**src/hdl/ptg_pkg.sv**
```systemverilog
// Shared widths and constants for the prime test with gap statistics block.
package ptg_pkg;

  // Width of the candidate and of every statistics field.
  localparam int unsigned VALUE_BITS = 16;

  // Trial divisor width: it must reach the first divisor whose square exceeds the candidate.
  localparam int unsigned DIV_BITS = (VALUE_BITS + 1) / 2 + 1;

  // Partial remainder width: one bit over the divisor, to hold the value after a shift.
  localparam int unsigned REM_BITS = DIV_BITS + 1;

  // Width of the running square of the divisor.
  localparam int unsigned SQ_BITS = VALUE_BITS + 2;

  // Width of the bit counter that walks the candidate once per divisor.
  localparam int unsigned CNT_BITS = (VALUE_BITS > 1) ? $clog2(VALUE_BITS) : 1;

  // First trial divisor and its square.
  localparam logic [DIV_BITS-1:0] FIRST_DIV = DIV_BITS'(2);
  localparam logic [SQ_BITS-1:0]  FIRST_SQ  = SQ_BITS'(4);

  // Smallest prime.
  localparam logic [VALUE_BITS-1:0] MIN_PRIME = VALUE_BITS'(2);

  // Largest value a statistics field can hold.
  localparam logic [VALUE_BITS-1:0] VALUE_MAX = {VALUE_BITS{1'b1}};

endpackage

```
**src/hdl/ptg_in_if.sv**
```systemverilog
// Input channel: one candidate number per word.
interface ptg_in_if;
  import ptg_pkg::*;

  logic                  valid;
  logic                  ready;
  logic [VALUE_BITS-1:0] candidate;

  modport source (output valid, output candidate, input ready);
  modport sink   (input valid, input candidate, output ready);
endinterface

```
**src/hdl/ptg_out_if.sv**
```systemverilog
// Output channel: verdict and running prime statistics, one word per candidate.
interface ptg_out_if;
  import ptg_pkg::*;

  logic                  valid;
  logic                  ready;
  logic                  is_prime;
  logic [VALUE_BITS-1:0] primes_found;
  logic [VALUE_BITS-1:0] latest_prime;
  logic [VALUE_BITS-1:0] total_gap;
  logic [VALUE_BITS-1:0] largest_gap;

  modport source (output valid, output is_prime, output primes_found, output latest_prime,
                  output total_gap, output largest_gap, input ready);
  modport sink   (input valid, input is_prime, input primes_found, input latest_prime,
                  input total_gap, input largest_gap, output ready);
endinterface

```
**src/hdl/prime_test_with_gap_stats_unit.sv**
```systemverilog
// Top level: trial-division primality test with running prime gap statistics.
//
// Usage
//   in_i takes one candidate word; out_o returns one word per candidate with the
//   verdict and the statistics over all primes seen since reset (count, latest
//   prime, sum of gaps and largest gap). Both channels use a valid/ready handshake.
//   One candidate is in work at a time: in_i.ready is high only while the unit idles.
// Sequence
//   Each trial divisor d (from 2 while d*d <= candidate) takes a check step, then the
//   candidate shifted through a bit-serial restoring remainder unit one bit a cycle,
//   then a step state. A candidate below 2 goes straight to the output stage; a
//   composite goes there on the first zero remainder, and a prime passes the gap
//   and update states first. The unit returns to idle from the output stage before
//   it takes the next word.
// Reset
//   rst_ni clears all statistics and leaves the unit idle with no word on out_o.
// Stalls
//   A finished word waits in the output register while out_o.ready is low; the unit
//   already takes the next candidate and holds that candidate's result until the
//   output register is free.
module prime_test_with_gap_stats_unit (
  input  logic        clk_i,
  input  logic        rst_ni,
  ptg_in_if.sink      in_i,
  ptg_out_if.source   out_o
);
  import ptg_pkg::*;

  typedef enum logic [2:0] {
    ST_IDLE,
    ST_CHECK,
    ST_DIVIDE,
    ST_STEP,
    ST_GAP,
    ST_UPDATE,
    ST_EMIT
  } state_e;

  state_e                state_q;
  logic [VALUE_BITS-1:0] cand_q;
  logic [VALUE_BITS-1:0] shift_q;
  logic [REM_BITS-1:0]   rem_q;
  logic [DIV_BITS-1:0]   div_q;
  logic [SQ_BITS-1:0]    sq_q;
  logic [CNT_BITS-1:0]   cnt_q;
  logic                  prime_q;
  logic                  gap_en_q;
  logic [VALUE_BITS-1:0] gap_q;

  // Statistics.
  logic                  have_prime_q;
  logic [VALUE_BITS-1:0] last_prime_q;
  logic [VALUE_BITS-1:0] prime_count_q;
  logic [VALUE_BITS-1:0] gap_sum_q;
  logic [VALUE_BITS-1:0] gap_max_q;

  // Output register.
  logic                  out_valid_q;
  logic                  out_prime_q;
  logic [VALUE_BITS-1:0] out_count_q;
  logic [VALUE_BITS-1:0] out_latest_q;
  logic [VALUE_BITS-1:0] out_sum_q;
  logic [VALUE_BITS-1:0] out_max_q;

  logic                  in_acc;
  logic                  out_free;
  logic                  out_load;
  logic [REM_BITS-1:0]   rem_shift;
  logic [REM_BITS-1:0]   rem_d;
  logic [SQ_BITS-1:0]    sq_d;
  logic                  sq_over;
  logic [VALUE_BITS:0]   sum_wide;

  assign in_i.ready = (state_q == ST_IDLE);
  assign in_acc     = in_i.valid && in_i.ready;
  assign out_free   = !out_valid_q || out_o.ready;
  assign out_load   = (state_q == ST_EMIT) && out_free;

  // One restoring remainder step: bring in the next candidate bit, subtract if it fits.
  always_comb begin
    rem_shift = {rem_q[REM_BITS-2:0], shift_q[VALUE_BITS-1]};
    if (rem_shift >= REM_BITS'(div_q)) begin
      rem_d = rem_shift - REM_BITS'(div_q);
    end else begin
      rem_d = rem_shift;
    end
  end

  // Square of the next divisor: (d + 1)^2 = d^2 + 2d + 1.
  assign sq_d    = sq_q + SQ_BITS'({div_q, 1'b1});
  assign sq_over = sq_q > SQ_BITS'(cand_q);

  // Saturating gap sum.
  assign sum_wide = {1'b0, gap_sum_q} + {1'b0, gap_q};

  // Sequencer, statistics and output register.
  always_ff @(posedge clk_i or negedge rst_ni) begin
    if (!rst_ni) begin
      state_q       <= ST_IDLE;
      cand_q        <= '0;
      shift_q       <= '0;
      rem_q         <= '0;
      div_q         <= '0;
      sq_q          <= '0;
      cnt_q         <= '0;
      prime_q       <= 1'b0;
      gap_en_q      <= 1'b0;
      gap_q         <= '0;
      have_prime_q  <= 1'b0;
      last_prime_q  <= '0;
      prime_count_q <= '0;
      gap_sum_q     <= '0;
      gap_max_q     <= '0;
      out_valid_q   <= 1'b0;
      out_prime_q   <= 1'b0;
      out_count_q   <= '0;
      out_latest_q  <= '0;
      out_sum_q     <= '0;
      out_max_q     <= '0;
    end else begin
      // The receiver takes the pending word and no new word replaces it.
      if (out_valid_q && out_o.ready && !out_load) begin
        out_valid_q <= 1'b0;
      end

      case (state_q)
        ST_IDLE: begin
          if (in_acc) begin
            cand_q  <= in_i.candidate;
            div_q   <= FIRST_DIV;
            sq_q    <= FIRST_SQ;
            prime_q <= 1'b0;
            if (in_i.candidate < MIN_PRIME) begin
              state_q <= ST_EMIT;
            end else begin
              state_q <= ST_CHECK;
            end
          end
        end

        // Stop once the divisor squared passes the candidate; otherwise start a division.
        ST_CHECK: begin
          if (sq_over) begin
            prime_q <= 1'b1;
            state_q <= ST_GAP;
          end else begin
            shift_q <= cand_q;
            rem_q   <= '0;
            cnt_q   <= '0;
            state_q <= ST_DIVIDE;
          end
        end

        // One candidate bit per cycle through the remainder unit.
        ST_DIVIDE: begin
          rem_q   <= rem_d;
          shift_q <= {shift_q[VALUE_BITS-2:0], 1'b0};
          cnt_q   <= cnt_q + CNT_BITS'(1);
          if (cnt_q == CNT_BITS'(VALUE_BITS - 1)) begin
            state_q <= ST_STEP;
          end
        end

        // A zero remainder means a factor was found.
        ST_STEP: begin
          if (rem_q == '0) begin
            state_q <= ST_EMIT;
          end else begin
            div_q   <= div_q + DIV_BITS'(1);
            sq_q    <= sq_d;
            state_q <= ST_CHECK;
          end
        end

        // Gap to the previous prime, only when this prime lies above it.
        ST_GAP: begin
          gap_q    <= cand_q - last_prime_q;
          gap_en_q <= have_prime_q && (cand_q > last_prime_q);
          state_q  <= ST_UPDATE;
        end

        ST_UPDATE: begin
          if (gap_en_q) begin
            gap_sum_q <= sum_wide[VALUE_BITS] ? VALUE_MAX : sum_wide[VALUE_BITS-1:0];
            if (gap_q > gap_max_q) begin
              gap_max_q <= gap_q;
            end
          end
          last_prime_q <= cand_q;
          have_prime_q <= 1'b1;
          if (prime_count_q != VALUE_MAX) begin
            prime_count_q <= prime_count_q + VALUE_BITS'(1);
          end
          state_q <= ST_EMIT;
        end

        // Load the output register once it is free.
        ST_EMIT: begin
          if (out_free) begin
            out_valid_q  <= 1'b1;
            out_prime_q  <= prime_q;
            out_count_q  <= prime_count_q;
            out_latest_q <= last_prime_q;
            out_sum_q    <= gap_sum_q;
            out_max_q    <= gap_max_q;
            state_q      <= ST_IDLE;
          end
        end

        default: begin
          state_q <= ST_IDLE;
        end
      endcase
    end
  end

  assign out_o.valid        = out_valid_q;
  assign out_o.is_prime     = out_prime_q;
  assign out_o.primes_found = out_count_q;
  assign out_o.latest_prime = out_latest_q;
  assign out_o.total_gap    = out_sum_q;
  assign out_o.largest_gap  = out_max_q;

endmodule

```
**src/flat_wrapper.sv**
```systemverilog
// flat-port wrapper written by rule: the top's interface ports become plain ports
module prime_test_with_gap_stats_unit_flat import ptg_pkg::*;
  (clk_i, rst_ni, in_i_valid, in_i_candidate, in_i_ready, out_o_valid, out_o_is_prime, out_o_primes_found, out_o_latest_prime, out_o_total_gap, out_o_largest_gap, out_o_ready);
  ptg_in_if in_i_i ();
  ptg_out_if out_o_i ();
  input  logic clk_i;
  input  logic rst_ni;
  input wire logic [$bits(in_i_i.valid)-1:0] in_i_valid;
  input wire logic [$bits(in_i_i.candidate)-1:0] in_i_candidate;
  output wire logic [$bits(in_i_i.ready)-1:0] in_i_ready;
  output wire logic [$bits(out_o_i.valid)-1:0] out_o_valid;
  output wire logic [$bits(out_o_i.is_prime)-1:0] out_o_is_prime;
  output wire logic [$bits(out_o_i.primes_found)-1:0] out_o_primes_found;
  output wire logic [$bits(out_o_i.latest_prime)-1:0] out_o_latest_prime;
  output wire logic [$bits(out_o_i.total_gap)-1:0] out_o_total_gap;
  output wire logic [$bits(out_o_i.largest_gap)-1:0] out_o_largest_gap;
  input wire logic [$bits(out_o_i.ready)-1:0] out_o_ready;
  assign in_i_i.valid = in_i_valid;
  assign in_i_i.candidate = in_i_candidate;
  assign in_i_ready = in_i_i.ready;
  assign out_o_valid = out_o_i.valid;
  assign out_o_is_prime = out_o_i.is_prime;
  assign out_o_primes_found = out_o_i.primes_found;
  assign out_o_latest_prime = out_o_i.latest_prime;
  assign out_o_total_gap = out_o_i.total_gap;
  assign out_o_largest_gap = out_o_i.largest_gap;
  assign out_o_i.ready = out_o_ready;
  prime_test_with_gap_stats_unit u_core (.clk_i(clk_i), .rst_ni(rst_ni), .in_i(in_i_i), .out_o(out_o_i));
endmodule
```
**config.mk**
```make
export PLATFORM = sky130hd
export DESIGN_NAME = prime_test_with_gap_stats_unit_flat
export DESIGN_NICKNAME = d
export VERILOG_FILES = /design/src/hdl/ptg_pkg.sv /design/src/hdl/ptg_in_if.sv /design/src/hdl/ptg_out_if.sv /design/src/hdl/prime_test_with_gap_stats_unit.sv /design/src/flat_wrapper.sv
export SDC_FILE = /design/constraint.sdc
export NUM_CORES = 1
export LEC_CHECK = 0
export ABC_AREA = 1
export CAP_MARGIN = 20
export CORE_MARGIN = 2
export CORE_UTILIZATION = 59
export DETAILED_ROUTE_END_ITERATION = 16
export DONT_BUFFER_PORTS = 1
export PLACE_DENSITY_LB_ADDON = 0.08
export SYNTH_ARGS = -nofsm -noshare
export SYNTH_HDL_FRONTEND = slang
export SYNTH_SLANG_ARGS = --single-unit
```
**constraint.sdc**
```tcl
create_clock -name clk_i -period 2.15 [get_ports clk_i]
set_input_delay 0.43 -clock clk_i [delete_from_list [all_inputs] [get_ports clk_i]]
set_output_delay 0.43 -clock clk_i [all_outputs]
set_load 0.03 [all_outputs]
```
==> flow_summary_export.csv <==
group,metric,value,unit
routing,dr.pass1.iters,5,
timing,period_minus_slack,2045,ps
finish,syn2layout_area_growth,13.07,%
power,p_leak,7.392,nW
worst_setup_path,cp-start-kind,"flip-flop",
worst_setup_path,critPathTopFamily,"simple AND/OR/NAND/NOR gates",
timing,worst_pin_slew,568.3,ps
worst_setup_path,crit_path_cell_trace,"buf_4 > ha_1 > nand2_1 > nor3_1 > a31oi_4 > buf_4 > buf_4 > nand3_1 > nand2_1",
yosys,ys_async_sr_fraction,100.0,%
run,max_cap_viol_count,0,
routing,via_per_inst,5.521,
timing,setup_ws,105.2,ps
routing,dr.first_iter.drc_count,703,
cts,clkSinkCount,225,
finish,fin_nets,1753,
worst_setup_path,arrival,2460,ps
grt,antenna_found_initial,0,
cts,cts_buffer_depth,3,
cts,clk_pin_slew,60,ps
timing,slew_viol_final,0,
floorplan,core-area,0.02109,mm2
floorplan,die_x,151.0,um
timing,fmax,0.4890,GHz
yosys,synth-main-ff-cell,"dfrtp_1",
yosys,ys_warn_count,0,
floorplan,die-area,0.02280,mm2
power,p_per_area,1340,mW/mm2
placed_design,dp_slack,-168.9,ps
grt,grt_use_total,27.97,%
cts,h-tree-depth,1,
worst_setup_path,critPathBufInv,3,
finish,layout-drive-gt1-share,11.67,%
worst_setup_path,rr_startpoint,"u_core.gap_q[7]$_DFFE_PN0N_",
min_path,hold_class,"input port to async pin",
finish,layout_commonest_cell,"nand2_1",
worst_setup_path,cpMostUsedCell,"buf_4",
grt,grt_max_degree,226,
yosys,synthCells,1575,
cts,cts-buffers-inserted,25,
power,ir_drop,0.0009215,V
worst_setup_path,crit_slowest_cell,"dfrtp_1",
worst_setup_path,crit_fanout,7,
grt,grt_pass1_wl,50.94,mm
yosys,ys_seq_elements,225,
placed_design,dpl.hpwl,23.06,mm
timing,finalHoldViolations,225,
timing,period_share,95.11,%
floorplan,die_height,151.0,um
worst_setup_path,r2r_cells,9,
placed_design,port_buffers,0,
floorplan,start_util,60.45,%
placed_design,gp_congestion,0.9330,
yosys,synth_top_cell_by_area,"dfrtp_1",
yosys,syn_avg_cell_area,8.094,um2
timing,rsz0062_at_grt,"false",
yosys,synth_nets,1684,
routing,avgRoutedWirePerCell,16.17,um
worst_setup_path,max_stage_delay,380,ps
routing,drc_errors,0,
grt,overflow,0,
finish,fin_util,68.36,%
timing,holdWs,-408.8,ps
timing,finalClockSkew,15.12,ps
cts,clk_latency,540,ps
yosys,seq_area_frac_synth,44.17,%
routing,via_count,10694,
routing,drt-total-wl,31.33,mm
grt,grt_pass1_vias,10290,
yosys,synth_top_area_share,44.17,%
timing,relSlewSlack,62.07,%
finish,layout_common_cells,"nand2_1 (412), dfrtp_1 (225), o21ai_0 (170)",
yosys,synth.area.top_cells,"dfrtp_1 (44%), nand2_1 (12%), ha_1 (8.3%), o21ai_0 (6.9%), inv_1 (5.1%)",
worst_setup_path,worst-setup-path-type,"flip-flop to flip-flop",
status,outcome,"complete, but fails checks",
yosys,synth_edf_count,0,
floorplan,io_pins,87,
worst_setup_path,required,2570,ps
cts,cts-root-buf,"clkbuf_16",
yosys,synth_area,0.01275,mm2
worst_setup_path,r2r_end,"u_core.gap_max_q[14]$_DFFE_PN0P_",
worst_setup_path,crit_path_end_kind,"flip-flop",
routing,postRouteAntennaNets,0,
status,failed_checks,"hold timing",
cts,tritoncts,"yes",
timing,finalSetupViolCount,0,
yosys,synth_cell_type_count,49,
worst_setup_path,r2r_slack,110,ps
floorplan,fp-row-count,53,
finish,antennaDiodeCount,0,
==> per-stage QoR <==
stage	setup TNS, ps	area, um2	total power, mW	hold slack [ps]	instances
finish	0	14420	19.32	-408.8	1937
global route	0	14420	20.85	-424.8	1937
CTS	0	14280	19.18	-419.3	1927
detailed placement	-1738	13490	15.07	140.1	1882
global placement	-1042	13490	14.93	139.1	1882
floorplan	0	12750	12.16	134.4	1575
==> logic make-up (layout without fill, tap and decap cells) <==
kind of cell	Yosys count	after routing	share of synthesized area (%)
simple gates	699	700	23.75
compound gates	289	289	12.22
flops	225	225	44.17
buf+inv	219	305	6.890
fa+ha+maj	89	89	8.970
xor+xnor	39	39	2.679
mux	15	15	1.325
==> layer usage <==
layer | global-route usage, % | wire (um) | up-vias
li1 | - | - | 5343
met4 | 9.766 | 1006 | 0
met1 | 35.70 | 13620 | 5092
met2 | 48.75 | 15310 | 209
met3 | 4.036 | 1385 | 50
met5 | 0 | 0 | -
==> worst max-delay path by stage <==
stage,slack (ps),end,depth (start not counted),startpoint
after global routing,2,u_core.gap_q[10]$_DFFE_PN0N_,10,u_core.cand_q[0]$_DFFE_PN0P_
after CTS,30,u_core.gap_sum_q[11]$_DFFE_PN0P_,9,u_core.gap_sum_q[7]$_DFFE_PN0P_
final,110,u_core.gap_max_q[14]$_DFFE_PN0P_,9,u_core.gap_q[7]$_DFFE_PN0N_
after global placement,-100,u_core.gap_sum_q[11]$_DFFE_PN0P_,10,u_core.gap_q[0]$_DFFE_PN0N_
after detailed placement,-170,u_core.gap_sum_q[11]$_DFFE_PN0P_,9,u_core.gap_sum_q[7]$_DFFE_PN0P_
after floorplan,220,u_core.gap_q[14]$_DFFE_PN0N_,10,u_core.last_prime_q[0]$_DFFE_PN0N_
==> flip-flops by register name, summed over array words and instances, names as in the netlist, 3 cells and up <==
name / flops
u_core.sq_q: 18
u_core.cand_q: 16
u_core.gap_max_q: 16
u_core.gap_q: 16
u_core.gap_sum_q: 16
u_core.last_prime_q: 16
u_core.out_o.largest_gap: 16
u_core.out_o.latest_prime: 16
u_core.out_o.primes_found: 16
u_core.out_o.total_gap: 16
u_core.prime_count_q: 16
u_core.shift_q: 16
u_core.rem_q: 10
u_core.div_q: 9
u_core.cnt_q: 4
u_core.state_q: 3
==> worst register-to-register path, stage by stage, from the launching register on <==
cell and delay, ps:
dfrtp_1 380, buf_4 150, ha_1 300, nand2_1 90, nor3_1 330, a31oi_4 210
buf_4 210, buf_4 140, nand3_1 70, nand2_1 50
==> report_power, final <==
part,internal (mW),switching [mW]
registers,5.12,0.936
logic,3.59,5.65
clock network,2.28,1.75
total,11.0,8.33
==> cell type report <==
cell class | count | area (um2)
fill | 1759 | 6673
multi-input combinational | 1132 | 6332
sequential | 225 | 5630
clock buffer | 31 | 688.2
inverter | 177 | 669.4
timing repair buffer | 83 | 664.4
tap | 275 | 344.1
clock inverter | 14 | 86.33
==> repair_timing <==
action / in CTS / in global routing
endpoints found under the hold margin: 225 / 225
cloned: 0 / 1
setup endpoints to repair: 16 / 66
pin swaps: 0 / 4
gates resized for setup: 2 / 24
setup buffers: 0 / 9
==> cells in the mapped netlist (14+ instances only) <==
master and n:
nor3_1 23, inv_1 172, xor2_1 25, nand2_1 416, nor2_1 83, a21oi_1 75, buf_2 14, xnor2_1 14
ha_1 85, mux2_2 15, dfrtp_1 225, o21ai_0 175, nand4_1 21, clkbuf_1 21, nand3_1 125
Note: power is estimated with default switching activity, not from simulation.
